--- src/sv/fpba_pkg.sv ---
// Package for the fit policy block allocator.
// Holds default sizes, fit mode codes, the controller state type and the
// command and status structs. It depends on nothing else.
package fpba_pkg;

  localparam int NUM_BLOCKS_DEF = 16;
  localparam int SIZE_BITS_DEF  = 16;

  localparam int MODE_W   = 2;
  localparam int INDEX_W  = 4;
  localparam int AMOUNT_W = 16;

  localparam logic [MODE_W-1:0] FIT_FIRST = 2'd0;
  localparam logic [MODE_W-1:0] FIT_BEST  = 2'd1;
  localparam logic [MODE_W-1:0] FIT_WORST = 2'd2;

  localparam logic REQ_LOAD  = 1'b0;
  localparam logic REQ_ALLOC = 1'b1;

  typedef enum logic [3:0] {
    ST_IDLE   = 4'b0001,
    ST_SCAN   = 4'b0010,
    ST_DRAIN  = 4'b0100,
    ST_FINISH = 4'b1000
  } state_t;

  typedef struct packed {
    logic start;
    logic rd_en;
    logic load_we;
    logic finish;
  } cmd_t;

  typedef struct packed {
    logic out_free;
  } status_t;

endpackage

--- src/sv/fpba_ram.sv ---
// Generic single write port, single read port RAM with registered read.
// It depends on nothing else.
module fpba_ram #(
  parameter int WIDTH = 16,
  parameter int DEPTH = 16
) (
  input  logic                                  clk,
  input  logic                                  we,
  input  logic [(DEPTH > 1 ? $clog2(DEPTH) : 1)-1:0] waddr,
  input  logic [WIDTH-1:0]                      wdata,
  input  logic                                  re,
  input  logic [(DEPTH > 1 ? $clog2(DEPTH) : 1)-1:0] raddr,
  output logic [WIDTH-1:0]                      rdata
);

  logic [WIDTH-1:0] mem [DEPTH];

  always_ff @(posedge clk) begin
    if (we) begin
      mem[waddr] <= wdata;
    end
    if (re) begin
      rdata <= mem[raddr];
    end
  end

endmodule

--- src/sv/fpba_ctrl.sv ---
// Controller of the block allocator: sequences loads, the table scan and the
// final write-back and result. It depends on fpba_pkg.
module fpba_ctrl import fpba_pkg::*; #(
  parameter int NUM_BLOCKS = NUM_BLOCKS_DEF
) (
  input  logic                                            clk,
  input  logic                                            rst,
  input  logic                                            in_valid,
  output logic                                            in_ready,
  input  logic                                            req_type,
  input  status_t                                         status,
  output cmd_t                                            cmd,
  output logic [(NUM_BLOCKS > 1 ? $clog2(NUM_BLOCKS) : 1)-1:0] rd_addr
);

  localparam int IDX_W = NUM_BLOCKS > 1 ? $clog2(NUM_BLOCKS) : 1;
  localparam logic [IDX_W-1:0] LAST = IDX_W'(NUM_BLOCKS - 1);

  state_t           state, state_next;
  logic [IDX_W-1:0] cnt, cnt_next;
  logic             accept;

  assign in_ready = (state == ST_IDLE);
  assign accept   = in_valid && in_ready;
  assign rd_addr  = cnt;

  always_comb begin
    state_next  = state;
    cnt_next    = cnt;
    cmd.start   = 1'b0;
    cmd.rd_en   = 1'b0;
    cmd.load_we = 1'b0;
    cmd.finish  = 1'b0;
    case (state)
      ST_IDLE: begin
        if (accept) begin
          if (req_type == REQ_LOAD) begin
            cmd.load_we = 1'b1;
          end else begin
            cmd.start  = 1'b1;
            cnt_next   = '0;
            state_next = ST_SCAN;
          end
        end
      end
      ST_SCAN: begin
        cmd.rd_en = 1'b1;
        if (cnt == LAST) begin
          state_next = ST_DRAIN;
        end else begin
          cnt_next = cnt + 1'b1;
        end
      end
      ST_DRAIN: begin
        state_next = ST_FINISH;
      end
      ST_FINISH: begin
        if (status.out_free) begin
          cmd.finish = 1'b1;
          state_next = ST_IDLE;
        end
      end
      default: begin
        state_next = ST_IDLE;
      end
    endcase
  end

  always_ff @(posedge clk) begin
    if (rst) begin
      state <= ST_IDLE;
      cnt   <= '0;
    end else begin
      state <= state_next;
      cnt   <= cnt_next;
    end
  end

endmodule

--- src/sv/fpba_dp.sv ---
// Datapath of the block allocator: free size table with valid bits, the fit
// comparator, the mode register and the result register.
// It depends on fpba_pkg and fpba_ram.
module fpba_dp import fpba_pkg::*; #(
  parameter int NUM_BLOCKS = NUM_BLOCKS_DEF,
  parameter int SIZE_BITS  = SIZE_BITS_DEF
) (
  input  logic                                            clk,
  input  logic                                            rst,
  input  logic                                            cfg_valid,
  input  logic [MODE_W-1:0]                               fit_mode,
  input  logic [INDEX_W-1:0]                              load_index,
  input  logic [AMOUNT_W-1:0]                             amount,
  input  cmd_t                                            cmd,
  input  logic [(NUM_BLOCKS > 1 ? $clog2(NUM_BLOCKS) : 1)-1:0] rd_addr,
  output status_t                                         status,
  output logic                                            out_valid,
  input  logic                                            out_ready,
  output logic                                            granted,
  output logic [INDEX_W-1:0]                              chosen_block,
  output logic [AMOUNT_W-1:0]                             leftover
);

  localparam int IDX_W = NUM_BLOCKS > 1 ? $clog2(NUM_BLOCKS) : 1;
  localparam int AW    = IDX_W > INDEX_W ? IDX_W : INDEX_W;
  localparam int CW    = SIZE_BITS > AMOUNT_W ? SIZE_BITS : AMOUNT_W;

  logic [MODE_W-1:0]    mode;
  logic [AMOUNT_W-1:0]  amt;
  logic [NUM_BLOCKS-1:0] vld;
  logic                 vld_q;
  logic                 cmp_v;
  logic [IDX_W-1:0]     cmp_idx;
  logic                 found;
  logic [IDX_W-1:0]     best_idx;
  logic [SIZE_BITS-1:0] best_left;

  logic [AW:0]          ld_wide;
  logic                 ld_ok;
  logic [AW-1:0]        ld_addr_w;
  logic                 we;
  logic [IDX_W-1:0]     waddr;
  logic [SIZE_BITS-1:0] wdata;
  logic [CW-1:0]        load_w;
  logic [SIZE_BITS-1:0] ram_q;
  logic [SIZE_BITS-1:0] sz;
  logic [CW-1:0]        sz_w;
  logic [CW-1:0]        amt_w;
  logic [CW-1:0]        left_w;
  logic [SIZE_BITS-1:0] left;
  logic                 fits;
  logic                 better;
  logic [AW-1:0]        best_idx_w;
  logic [CW-1:0]        best_left_w;

  assign ld_wide   = (AW + 1)'(load_index);
  assign ld_ok     = ld_wide < (AW + 1)'(NUM_BLOCKS);
  assign ld_addr_w = AW'(load_index);
  assign load_w    = CW'(amount);

  always_comb begin
    if (cmd.finish) begin
      we    = found;
      waddr = best_idx;
      wdata = best_left;
    end else begin
      we    = cmd.load_we && ld_ok;
      waddr = ld_addr_w[IDX_W-1:0];
      wdata = load_w[SIZE_BITS-1:0];
    end
  end

  fpba_ram #(
    .WIDTH (SIZE_BITS),
    .DEPTH (NUM_BLOCKS)
  ) u_ram (
    .clk   (clk),
    .we    (we),
    .waddr (waddr),
    .wdata (wdata),
    .re    (cmd.rd_en),
    .raddr (rd_addr),
    .rdata (ram_q)
  );

  assign sz     = vld_q ? ram_q : '0;
  assign sz_w   = CW'(sz);
  assign amt_w  = CW'(amt);
  assign left_w = sz_w - amt_w;
  assign left   = left_w[SIZE_BITS-1:0];
  assign fits   = (sz != '0) && (amt_w <= sz_w);

  always_comb begin
    case (mode)
      FIT_FIRST: better = !found;
      FIT_BEST:  better = !found || (left < best_left);
      FIT_WORST: better = !found || (left > best_left);
      default:   better = 1'b0;
    endcase
  end

  assign status.out_free = !out_valid || out_ready;

  always_ff @(posedge clk) begin
    if (rst) begin
      mode      <= FIT_FIRST;
      vld       <= '0;
      cmp_v     <= 1'b0;
      found     <= 1'b0;
      out_valid <= 1'b0;
    end else begin
      if (cfg_valid) begin
        mode <= fit_mode;
      end
      if (we) begin
        vld[waddr] <= 1'b1;
      end
      cmp_v <= cmd.rd_en;
      if (cmd.start) begin
        found <= 1'b0;
      end else if (cmp_v && fits && better) begin
        found <= 1'b1;
      end
      if (cmd.finish) begin
        out_valid <= 1'b1;
      end else if (out_ready) begin
        out_valid <= 1'b0;
      end
    end
  end

  assign best_idx_w  = AW'(best_idx);
  assign best_left_w = CW'(best_left);

  always_ff @(posedge clk) begin
    if (cmd.start) begin
      amt      <= amount;
      best_idx <= '0;
    end
    if (cmd.rd_en) begin
      vld_q   <= vld[rd_addr];
      cmp_idx <= rd_addr;
    end
    if (cmp_v && fits && better) begin
      best_idx  <= cmp_idx;
      best_left <= left;
    end
    if (cmd.finish) begin
      granted      <= found;
      chosen_block <= found ? best_idx_w[INDEX_W-1:0] : '0;
      leftover     <= found ? best_left_w[AMOUNT_W-1:0] : '0;
    end
  end

endmodule

--- src/sv/fit_policy_block_allocator_unit.sv ---
// Top level of the fit policy block allocator.
// It depends on fpba_pkg, fpba_ctrl, fpba_dp and fpba_ram.
//
// The block keeps the free size of NUM_BLOCKS memory blocks in a RAM and
// places allocation requests under a first, best or worst fit policy.
// The input channel (in_valid, in_ready) carries one transaction per item:
// req_type selects a load of one block's size or an allocation of amount.
// The output channel (out_valid, out_ready) returns one transaction per
// allocation with granted, chosen_block and leftover; loads give none.
// The configuration channel (cfg_valid, cfg_ready) writes fit_mode; it is
// always ready and should be written only while the block is idle.
// A load is written into the table on acceptance. An allocation reads the table
// one block per cycle through the single RAM read port, then passes a drain and a finish
// state; out_valid and in_ready rise together after the finish.
// Reset sets fit_mode to first fit and marks every block empty through
// per-entry valid bits, so no clearing pass is needed.
// A result waits in the output register while the receiver stalls; loads
// are still taken, and the next allocation scans but holds its write-back
// and result until the output register is free.
module fit_policy_block_allocator_unit import fpba_pkg::*; #(
  parameter int NUM_BLOCKS = NUM_BLOCKS_DEF,
  parameter int SIZE_BITS  = SIZE_BITS_DEF
) (
  input  logic                clk,
  input  logic                rst,
  input  logic                cfg_valid,
  output logic                cfg_ready,
  input  logic [MODE_W-1:0]   fit_mode,
  input  logic                in_valid,
  output logic                in_ready,
  input  logic                req_type,
  input  logic [INDEX_W-1:0]  load_index,
  input  logic [AMOUNT_W-1:0] amount,
  output logic                out_valid,
  input  logic                out_ready,
  output logic                granted,
  output logic [INDEX_W-1:0]  chosen_block,
  output logic [AMOUNT_W-1:0] leftover
);

  localparam int IDX_W = NUM_BLOCKS > 1 ? $clog2(NUM_BLOCKS) : 1;

  cmd_t             cmd;
  status_t          status;
  logic [IDX_W-1:0] rd_addr;

  assign cfg_ready = 1'b1;

  fpba_ctrl #(
    .NUM_BLOCKS (NUM_BLOCKS)
  ) u_ctrl (
    .clk      (clk),
    .rst      (rst),
    .in_valid (in_valid),
    .in_ready (in_ready),
    .req_type (req_type),
    .status   (status),
    .cmd      (cmd),
    .rd_addr  (rd_addr)
  );

  fpba_dp #(
    .NUM_BLOCKS (NUM_BLOCKS),
    .SIZE_BITS  (SIZE_BITS)
  ) u_dp (
    .clk          (clk),
    .rst          (rst),
    .cfg_valid    (cfg_valid),
    .fit_mode     (fit_mode),
    .load_index   (load_index),
    .amount       (amount),
    .cmd          (cmd),
    .rd_addr      (rd_addr),
    .status       (status),
    .out_valid    (out_valid),
    .out_ready    (out_ready),
    .granted      (granted),
    .chosen_block (chosen_block),
    .leftover     (leftover)
  );

  a_no_grant_zero: assert property (@(posedge clk) disable iff (rst)
    out_valid && !granted |-> chosen_block == '0 && leftover == '0)
    else $error("refused result carries a nonzero block or leftover");

  a_scan_blocks_input: assert property (@(posedge clk) disable iff (rst)
    cmd.rd_en |-> !in_ready)
    else $error("input accepted during a table scan");

  a_finish_needs_slot: assert property (@(posedge clk) disable iff (rst)
    cmd.finish |-> !out_valid || out_ready)
    else $error("result overwrote one not yet taken");

  a_single_writer: assert property (@(posedge clk) disable iff (rst)
    !(cmd.finish && cmd.load_we))
    else $error("load and write-back collide on the table");

  a_result_follows_finish: assert property (@(posedge clk) disable iff (rst)
    cmd.finish |=> out_valid)
    else $error("finished allocation gave no result");

endmodule

--- config.mk ---
export PLATFORM = sky130hd
export DESIGN_NAME = fit_policy_block_allocator_unit
export DESIGN_NICKNAME = d
export VERILOG_FILES = /design/src/sv/fpba_pkg.sv /design/src/sv/fpba_ram.sv /design/src/sv/fpba_ctrl.sv /design/src/sv/fpba_dp.sv /design/src/sv/fit_policy_block_allocator_unit.sv
export SDC_FILE = /design/constraint.sdc
export NUM_CORES = 1
export LEC_CHECK = 0
export BUFFER_PORTS_ARGS = -buffer_cell sky130_fd_sc_hd__buf_2
export CORE_MARGIN = 8
export CORE_UTILIZATION = 35
export CTS_CLUSTER_DIAMETER = 40
export CTS_CLUSTER_SIZE = 25
export DETAILED_ROUTE_END_ITERATION = 8
export PLACE_DENSITY_LB_ADDON = 0.1
export SLEW_MARGIN = 20
export SYNTH_ARGS = -nofsm -noshare
export SYNTH_HDL_FRONTEND = slang
export SYNTH_SLANG_ARGS = --single-unit
--- constraint.sdc ---
create_clock -name clk -period 12.2 [get_ports clk]
set_clock_uncertainty 0.1 [all_clocks]
set_input_delay 2.44 -clock clk [delete_from_list [all_inputs] [get_ports clk]]
set_output_delay 2.44 -clock clk [all_outputs]
set_load 0.01 [all_outputs]
After elaboration in Yosys (flattened, before gate mapping)
Memories as Yosys holds them, arrays and structs flattened. A register that Yosys moved wholly into a read port is not among the register bits.
Cells that the tools add are included.
Cells by class
  $add $sub $neg: 2
  order comparisons: 7
  eq/ne operators: 12
  muxes and demuxes: 33
  bitwise gates (word level): 1
  reductions and logical operators: 19
Operator list (number)
  two-way mux 4 bit: 10
  two-way mux 16 bit: 2
  > comparator 16 bit: 1
  <= comparator 16 bit: 1
  < comparator 16 bit: 1
  two-way mux 1 bit: 16
  bitwise OR 16 bit: 1
  case mux 4 bit (4 select lines): 1
  nonzero test 16 bit: 1
  subtractor 16 bit: 1
  < comparator 4 x 5 -> 1 bit (second input constant): 3
  == test 4 bit (second input constant): 2
  inequality test 2 bit (second input constant): 4
  case mux 4 bit (2 select lines): 1
  AND reduction 4 bit: 2
  logical AND 1 bit: 6
  nonzero test 2 bit: 3
  adder 4 x 1 -> 4 bit (second input constant): 1
  binary-select mux 1 bit (select 4 bit): 1
  demux 1 bit (select 4 bit): 1
  == test 4 x 1 -> 1 bit (second input constant): 1
  == test 4 x 2 -> 1 bit (second input constant): 1
  == test 4 x 3 -> 1 bit (second input constant): 1
  greater-or-equal comparator 4 x 1 -> 1 bit (second input constant): 1
  other kinds (8): 11
Word-level totals
  register bits: 91
  bits in writable memories: 256
  input bits: 28
  output and inout bits: 24
  word-level logic and storage cells: 90
  memories kept: 1
Memory list
  u_dp.u_ram.mem: depth 16, bits a word 16, rd ports 1, clocked after memory_dff 1, write ports 1, RTL line fpba_ram.sv:16  | logic [WIDTH-1:0] mem [DEPTH];

Logic depth before layout (Yosys ltp)
Gate-level depths: netlist of the first run.
  word-level depth: 10
  mapped depth: 16
  depth with buffers taken out: 15

By module
Synthesis of the first run repeated with hierarchy kept, for this count alone.
Unflattened totals
  cells, all modules: 889
  area, all modules: 15128.3 µm²
Modules (own cells, without submodules)
  fpba_ram: instances 1, cells an instance 432, area an instance 10202.3 µm², sequential area each 8167.8 µm²
  fpba_dp: instances 1, cells an instance 406, area an instance 4478.0 µm², sequential area each 2282.2 µm²
  fpba_ctrl: instances 1, cells an instance 49, area an instance 436.7 µm², sequential area each 160.2 µm²
  fit_policy_block_allocator_unit: instances 1, cells an instance 2, area an instance 11.3 µm², sequential area each 0.0 µm²

Worst setup path after synthesis of the first run
OpenSTA, ideal clock, no wires.
  path kind: input -> register
  from: input out_ready
  to: memory u_dp.u_ram.mem[3][0], enable pin
  setup time: 0.388 ns
  arrival time: 4.241 ns
  required time: 11.712 ns
  slack: 7.470 ns
  stages on the path: 8
  buffers on the path: 1
  cells stage by stage: nand2b_1 -> nand2b_4 -> buf_6 -> inv_2 -> nand3_1 -> o21ai_0 -> inv_1 -> nor2_1
RTL lines
  start, declared: RTL line fit_policy_block_allocator_unit.sv:35  | input logic out_ready,
  end, declared: RTL line fpba_ram.sv:16

==> results of run 1 <==
[stage by stage]
| step | area [um^2] | util |
|---|---|---|
| finish | 17900 | 0.418 |
| detailed placement | 16100 | 0.376 |
| global placement | 16100 | 0.375 |
| CTS | 17900 | 0.418 |
| floorplan | 15100 | - |
| global route | 17900 | 0.418 |
[routing by layer]
metal | GRT usage | vias to the layer above | wire length, um
li1 | - | 3618 | -
met1 | 0.204 | 4052 | 16800
met2 | 0.232 | 177 | 17200
met3 | 0.0265 | 57 | 1600
met4 | 0.0520 | 0 | 847
met5 | 0 | - | 0
[power by group through the flow]
stage	logic [mW]	registers, mW	clock network, mW
finish	0.130	1.38	1.53
global route	0.142	1.39	1.62
CTS	0.132	1.39	1.57
detailed placement	0.132	1.41	0
global placement	0.132	1.41	0
floorplan	0.0888	1.40	0
[final timing paths]
check / cells after the start / slack (ns) / end / startpoint
max: 8 / 7.13 / u_dp.u_ram.mem[11][12]$_DFFE_PP_ / out_ready
max reg2reg: 15 / 7.24 / u_dp.best_left[7]$_DFFE_PP_ / u_dp.vld_q$_DFFE_PP_
min: 0 / 0.33 / u_dp.cmp_idx[3]$_DFFE_PP_ / u_ctrl.rd_addr[3]$_SDFFE_PP0P_
min reg2reg: 0 / 0.33 / u_dp.cmp_idx[3]$_DFFE_PP_ / u_ctrl.rd_addr[3]$_SDFFE_PP0P_
[cell families (layout without fill, tap and decap cells)]
kind of cell    count (synthesis)  in the layout
other cells                     1              1
xor+xnor                       16             16
flops                         363            363
compound gates                107            107
simple gates                  177            177
mux                            89             89
fa+ha+maj                      38             38
buf+inv                        76            217
[cell usage after synthesis, drive strengths merged, types with 3 or more instances]
cell type	count	share of area
mux4	85	0.13
dfxtp	29	0.039
xnor2	9	0.0052
ha	37	0.031
nand2	38	0.0095
or2	3	0.0012
mux2i	4	0.0027
a21oi	36	0.012
xor2	7	0.0041
and2	18	0.0075
o21a	6	0.0030
a21o	5	0.0025
nand4	7	0.0029
nor3b	4	0.0020
buf	11	0.0046
or3	3	0.0012
a211oi	4	0.0020
nand2b	6	0.0030
nor4	8	0.0033
nand3	11	0.0037
nor3	3	0.0010
clkbuf	20	0.0050
o21ba	4	0.0027
edfxtp	334	0.67
o21ai	32	0.011
inv	44	0.011
nor2	64	0.016
[critical path: stages]
cell	delay, ns
buf_2	0.07
nand2b_1	0.19
nand2b_4	0.30
inv_2	0.55
nand3_1	0.13
o21ai_0	0.28
inv_1	0.31
nor2_2	0.85
[placed cells by master (no fill, tap or decap), types with 9 or more instances in the layout]
cell type	netlist	final
edfxtp_1	334	334
ha_1	37	37
buf_2	7	50
buf_4	1	23
mux4_2	85	85
clkbuf_16	0	55
a21oi_1	36	36
inv_1	43	43
o21ai_0	32	32
nand3_1	11	11
and2_1	18	18
nand2_1	38	38
xnor2_1	9	9
nor2_1	63	48
nor2_2	0	11
clkinv_2	0	13
dfxtp_1	29	27
[flip-flops by register name, indices dropped and copies added, names as in the netlist, 2 cells and up]
| register | flops |
|---|---|
| u_dp.vld | 16 |
| u_dp.best_left | 16 |
| u_dp.best_idx | 4 |
| u_dp.u_ram.mem | 256 |
| u_dp.leftover | 16 |
| u_dp.mode | 2 |
| u_dp.u_ram.rdata | 16 |
| u_dp.chosen_block | 4 |
| u_ctrl.rd_addr | 4 |
| u_dp.cmp_idx | 4 |
| u_ctrl.state | 4 |
| u_dp.amt | 16 |
[layout make-up]
type,count,area (um^2)
fill,3842,24900
multi-input combinational,428,4190
clock buffer,57,1380
timing repair buffer,73,423
clock inverter,42,425
inverter,45,169
sequential,363,10600
tap,546,683
==> reports/qor.txt, run 1 <==
crit share post-route: 0.415
mux share of post-synthesis cell area: 0.130
share of layout cells above drive strength 1: 0.277
maxcap violations: 0
final critical-path setup slack: 7.13 ns
outcome: completed
commonest register cell after synthesis: edfxtp_1
Inst Count DP: 1,455
Seq/Total Area, Yosys: 0.705
Power Dens Cells: 170 nW/um^2
Post-synth EDFFs: 334
path category of the worst min-delay check: flip-flop to flip-flop
sequential cell fraction of total power: 0.455
Synth Area per Inst: 17.4 um^2
internal power: 2.40 mW
CP max FO: 46
Setup CP Type: input pin to flip-flop
Synth Area in Simple Gates: 0.0585
Peak supply drop: 113 uV
Setup-failing EPs final: 0
YS warnings: 0
setup total negative slack: 0 ns
Iter 0 DRT Violations: 553
CP startpoint kind: input pin
Final HPWL DP: 24.2 mm
clock sink count: 363
Die ar.: 49,900 um^2
critical path capture point type: flip-flop
initial antenna violation count: 1
first-pass GRT wire length: 54.3 mm
Layout area overhead: 18.8%
Hold Vio Cnt, Final: 0
pin count of the biggest net entering global routing: 50
pre-CTS setup slack: 6.49 ns
DRC: 0
leakage: 6.06 nW
Total Power: 3.04 mW
Die Y: 223 um
switching power: 0.648 mW
Seq cells post-synth: 363
Worst-Margin Slew: 1.04 ns
Post-DRT Antenna Nets: 0
DR vias/cell: 5.09
CTS tree: built
Die Width: 223 um
Synth Instances: 867
WP data arrival: 5.16 ns
root buffer cell: clkbuf_16
CTS hold repair buffers: 0
Hold Slack: 0.326 ns
Ports: 52
postcts setup bufs: 0
Yosys cell types: 61
Gate power share: 0.043
nets: 1,031
Clk Latency, worst-skew pair: 0.57 ns
largest family of logic cells by synthesized area: multiplexers
Diodes inserted: 0
mapped cell area: 15,100 um^2
non-filler cells, final: 1,554
Max-slew headroom: 0.305
maximum clock rate: 197 MHz
vias in the first global route: 8,226
I/O Buffers: 50
WL per Instance: 23.4 um
Slew Limit Fails: 0
compound-cell area share of the yosys netlist: 0.0448
row count: 76
Synth Area in Adders: 0.0321
iteration count of the initial detailed-routing pass: 4
Async SR Flop Fraction: 0
GRT Total Usage: 0.148
htree depth: 2
clock power share: 0.503
TritonCTS buffer count: 54
Placer Congestion: 0.819
switching fraction of total power: 0.213
Initial Utilization: 0.352
via count: 7,904
Clock Pin Slew Worst Setup and Hold Paths: 0.05 ns
Total Wirelength: 36.4 mm
Core Box Area: 42,800 um^2
WP data required: 12.29 ns
GR Overflow Total: 0
RSZ-0062 raised after global routing: no
crit path time final: 5.07 ns
xor/xnor share of the synthesized area: 0.00931
Syn Nets: 933
Resized Gates After CTS: 0
Clock Tree Buf Depth: 3
Note: power is estimated with default switching activity, not from simulation.
==> inputs of run 2 (changes only) <==
ABC_AREA = 1   (was not set)
clock period = 4.4 ns   (was 12.2 ns; I/O delays follow)
==> run 2 against run 1 <==
- clock power grew to 3.1 times the previous value
- via count rose by 27%
- first-iteration DRC count grew 19%
- total power grew to 3.0 times the previous value
- routed wire length grew 13%
- synthesized cell count is 50% higher
- synthesized area grew 2.2%
- non-clock buffer count increased by 20
- die area increased by 2.0%
- count of clock-buffer cells in the layout increased by 7
- sequential cell count unchanged
- critical endpoint is now u_dp.best_idx[0]$_SDFFCE_PN0P_
==> reports/qor.txt, run 2 <==
outcome: completed
root buffer cell: clkbuf_16
commonest non-fill, non-tap cell in the layout: edfxtp_1
Layout area overhead: 20.2%
Synth Area per Inst: 11.9 um^2
switching fraction of total power: 0.220
maxcap violations: 0
Largest register FFs: 256
Inst Count DP: 1,918
critical path capture point type: flip-flop
Iter 0 DRT Violations: 657
Die Y: 226 um
clock power share: 0.519
row count: 77
CTS tree: built
Slew Limit Fails: 0
Hold Slack: 0.355 ns
Yosys top cell area share: 0.652
critical-path cell list: buf_4, nand2_1, inv_1, ha_1, nand2_1, o21ai_2, nand2_1, nand2_1, a21oi_1, o21ai_0, xor2_1, ha_1, nand2_1, o21bai_1, nand2_1, a21oi_1, nand3_1, nand3_1, nand3_1, buf_4, nand2_1
largest family of logic cells by synthesized area: compound AO/OA/AOI/OAI gates
Setup CP Type: flip-flop to flip-flop
largest cells by area after synthesis: edfxtp_1, o21ai_0, nor2_1
GRT Total Usage: 0.162
sequential cell fraction of total power: 0.425
Placer Congestion: 0.855
Worst-Margin Slew: 1.13 ns
CP most frequent cell: nand2_1
Die ar.: 50,900 um^2
postcts setup bufs: 0
worst stage delay on the critical path: 0.42 ns
initial antenna violation count: 1
DP Area: 16,500 um^2
Post-DRT Antenna Nets: 0
share of layout cells above drive strength 1: 0.152
Clk Latency, worst-skew pair: 0.59 ns
CP max FO: 13
xor/xnor share of the synthesized area: 0.00797
nets: 1,450
vias in the first global route: 10,100
Max-slew headroom: 0.244
commonest register cell after synthesis: edfxtp_1
Ports: 52
Power Dens Cells: 487 nW/um^2
leakage: 7.07 nW
Gate power share: 0.057
crit path time final: 3.89 ns
mapped cell area: 15,400 um^2
internal power: 7.03 mW
Hold Vio Cnt, Final: 0
Synth area leader: edfxtp_1
maximum clock rate: 257 MHz
DRC: 0
Clock Pin Slew Worst Setup and Hold Paths: 0.05 ns
Initial Utilization: 0.351
Peak supply drop: 247 uV
DR vias/cell: 4.96
CP startpoint kind: flip-flop
YS warnings: 0
first-pass GRT wire length: 61.8 mm
path category of the worst min-delay check: flip-flop to flip-flop
Total Power: 9.01 mW
Async SR Flop Fraction: 0
Core Box Area: 43,800 um^2
Seq cells post-synth: 363
Total Wirelength: 41.2 mm
most frequent cells in the layout: edfxtp_1, nor2_1, o21ai_0
RSZ-0062 raised after global routing: no
clock sink count: 363
pin count of the biggest net entering global routing: 113
WP data required: 4.58 ns
CTS hold repair buffers: 0
switching power: 1.98 mW
htree depth: 2
most common cell in the netlist: edfxtp_1
TritonCTS buffer count: 56
mux share of post-synthesis cell area: 0
WP data arrival: 4.07 ns
WL per Instance: 20.4 um
Filler cells: 4,096
Clock Tree Buf Depth: 3
Final HPWL DP: 23.4 mm
Reg with most FFs: u_dp.u_ram.mem
Yosys cell types: 45
Syn Nets: 1,364
Setup-failing EPs final: 0
compound-cell area share of the yosys netlist: 0.119
setup total negative slack: 0 ns
crit share post-route: 0.885
final instance area: 18,500 um^2
CP max stage cell: edfxtp_1
iteration count of the initial detailed-routing pass: 5
Synth Instances: 1,298
Synth Area in Adders: 0.0314
Post-synth EDFFs: 334
via count: 10,000
Synth Area in Simple Gates: 0.103
Synth top cells by count: edfxtp_1, nor2_1, o21ai_0, nand2_1, inv_1
Die Width: 226 um
GR Overflow Total: 0
I/O Buffers: 50
Seq/Total Area, Yosys: 0.690
non-filler cells, final: 2,023
Diodes inserted: 0
[run 2: power by group through the flow]
| stage | Sequential, mW | Clock (mW) | Combinational [mW] |
|---|---|---|---|
| final | 3.83 | 4.67 | 0.510 |
| after global routing | 3.83 | 4.91 | 0.576 |
| after CTS | 3.83 | 4.78 | 0.517 |
| after detailed placement | 3.89 | 0 | 0.515 |
| after global placement | 3.89 | 0 | 0.513 |
| after floorplan | 3.89 | 0 | 0.332 |
[run 2: what timing repair did]
item | 4_1_cts | 5_1_grt
gates resized for setup | 0 | 4
endpoints found under the setup margin | 0 | 24
endpoints found under the hold margin | 0 | 0
[run 2: path summary, 6_finish.rpt]
kind,slack [ns],to,start,cells after the start
worst min-delay path,0.36,u_dp.vld[13]$_SDFFE_PP0P_,u_dp.vld[13]$_SDFFE_PP0P_,2
worst min register to register,0.36,u_dp.vld[13]$_SDFFE_PP0P_,u_dp.vld[13]$_SDFFE_PP0P_,2
worst max-delay path,0.51,u_dp.best_idx[0]$_SDFFCE_PN0P_,u_dp.vld_q$_DFFE_PP_,21
worst max register to register,0.51,u_dp.best_idx[0]$_SDFFCE_PN0P_,u_dp.vld_q$_DFFE_PP_,21
[run 2: area by class of cell]
cell class | instances | area, um^2 | area share
clock buffers | 64 | 1450 | 0.0785
inverters | 129 | 485 | 0.0262
well taps | 592 | 741 | 0.0400
multi-input cells | 741 | 4060 | 0.220
flip-flops and latches | 363 | 10600 | 0.574
clock inverters | 41 | 539 | 0.0292
repair buffers | 93 | 602 | 0.0325
[run 2: kinds of logic after synthesis]
group,Yosys count
AOI/OAI and AO/OA,308
xor gates and xnor gates,14
adders and majority gates,38
buffers and inverters,194
DFF,363
other,1
and+or+nand+nor,380
[run 2: stage by stage]
stage	setup WS, ns	util
2_1_floorplan	0.424	-
3_3_place_gp	0.370	0.376
3_5_place_dp	0.297	0.376
4_1_cts	0.271	0.422
5_1_grt	0.0223	0.422
6_report	0.506	0.422
[run 2: critical path, delay by kind of cell, from the launching register on]
family	cells	cell delay [ns]
XOR/XNOR	1	0.24
adder cells (fa/ha/maj)	2	0.60
flip-flops	1	0.42
buffers and inverters	3	0.44
AO/OA/AOI/OAI	5	0.77
AND/OR/NAND/NOR	10	1.00
[run 2: per-layer routing]
metal | global-route usage | up-vias | wire (um)
met2 | 0.270 | 256 | 19600
met3 | 0.0291 | 77 | 2110
met1 | 0.211 | 4871 | 18400
li1 | - | 4827 | -
met4 | 0.0597 | 0 | 1070
met5 | 0 | - | 0
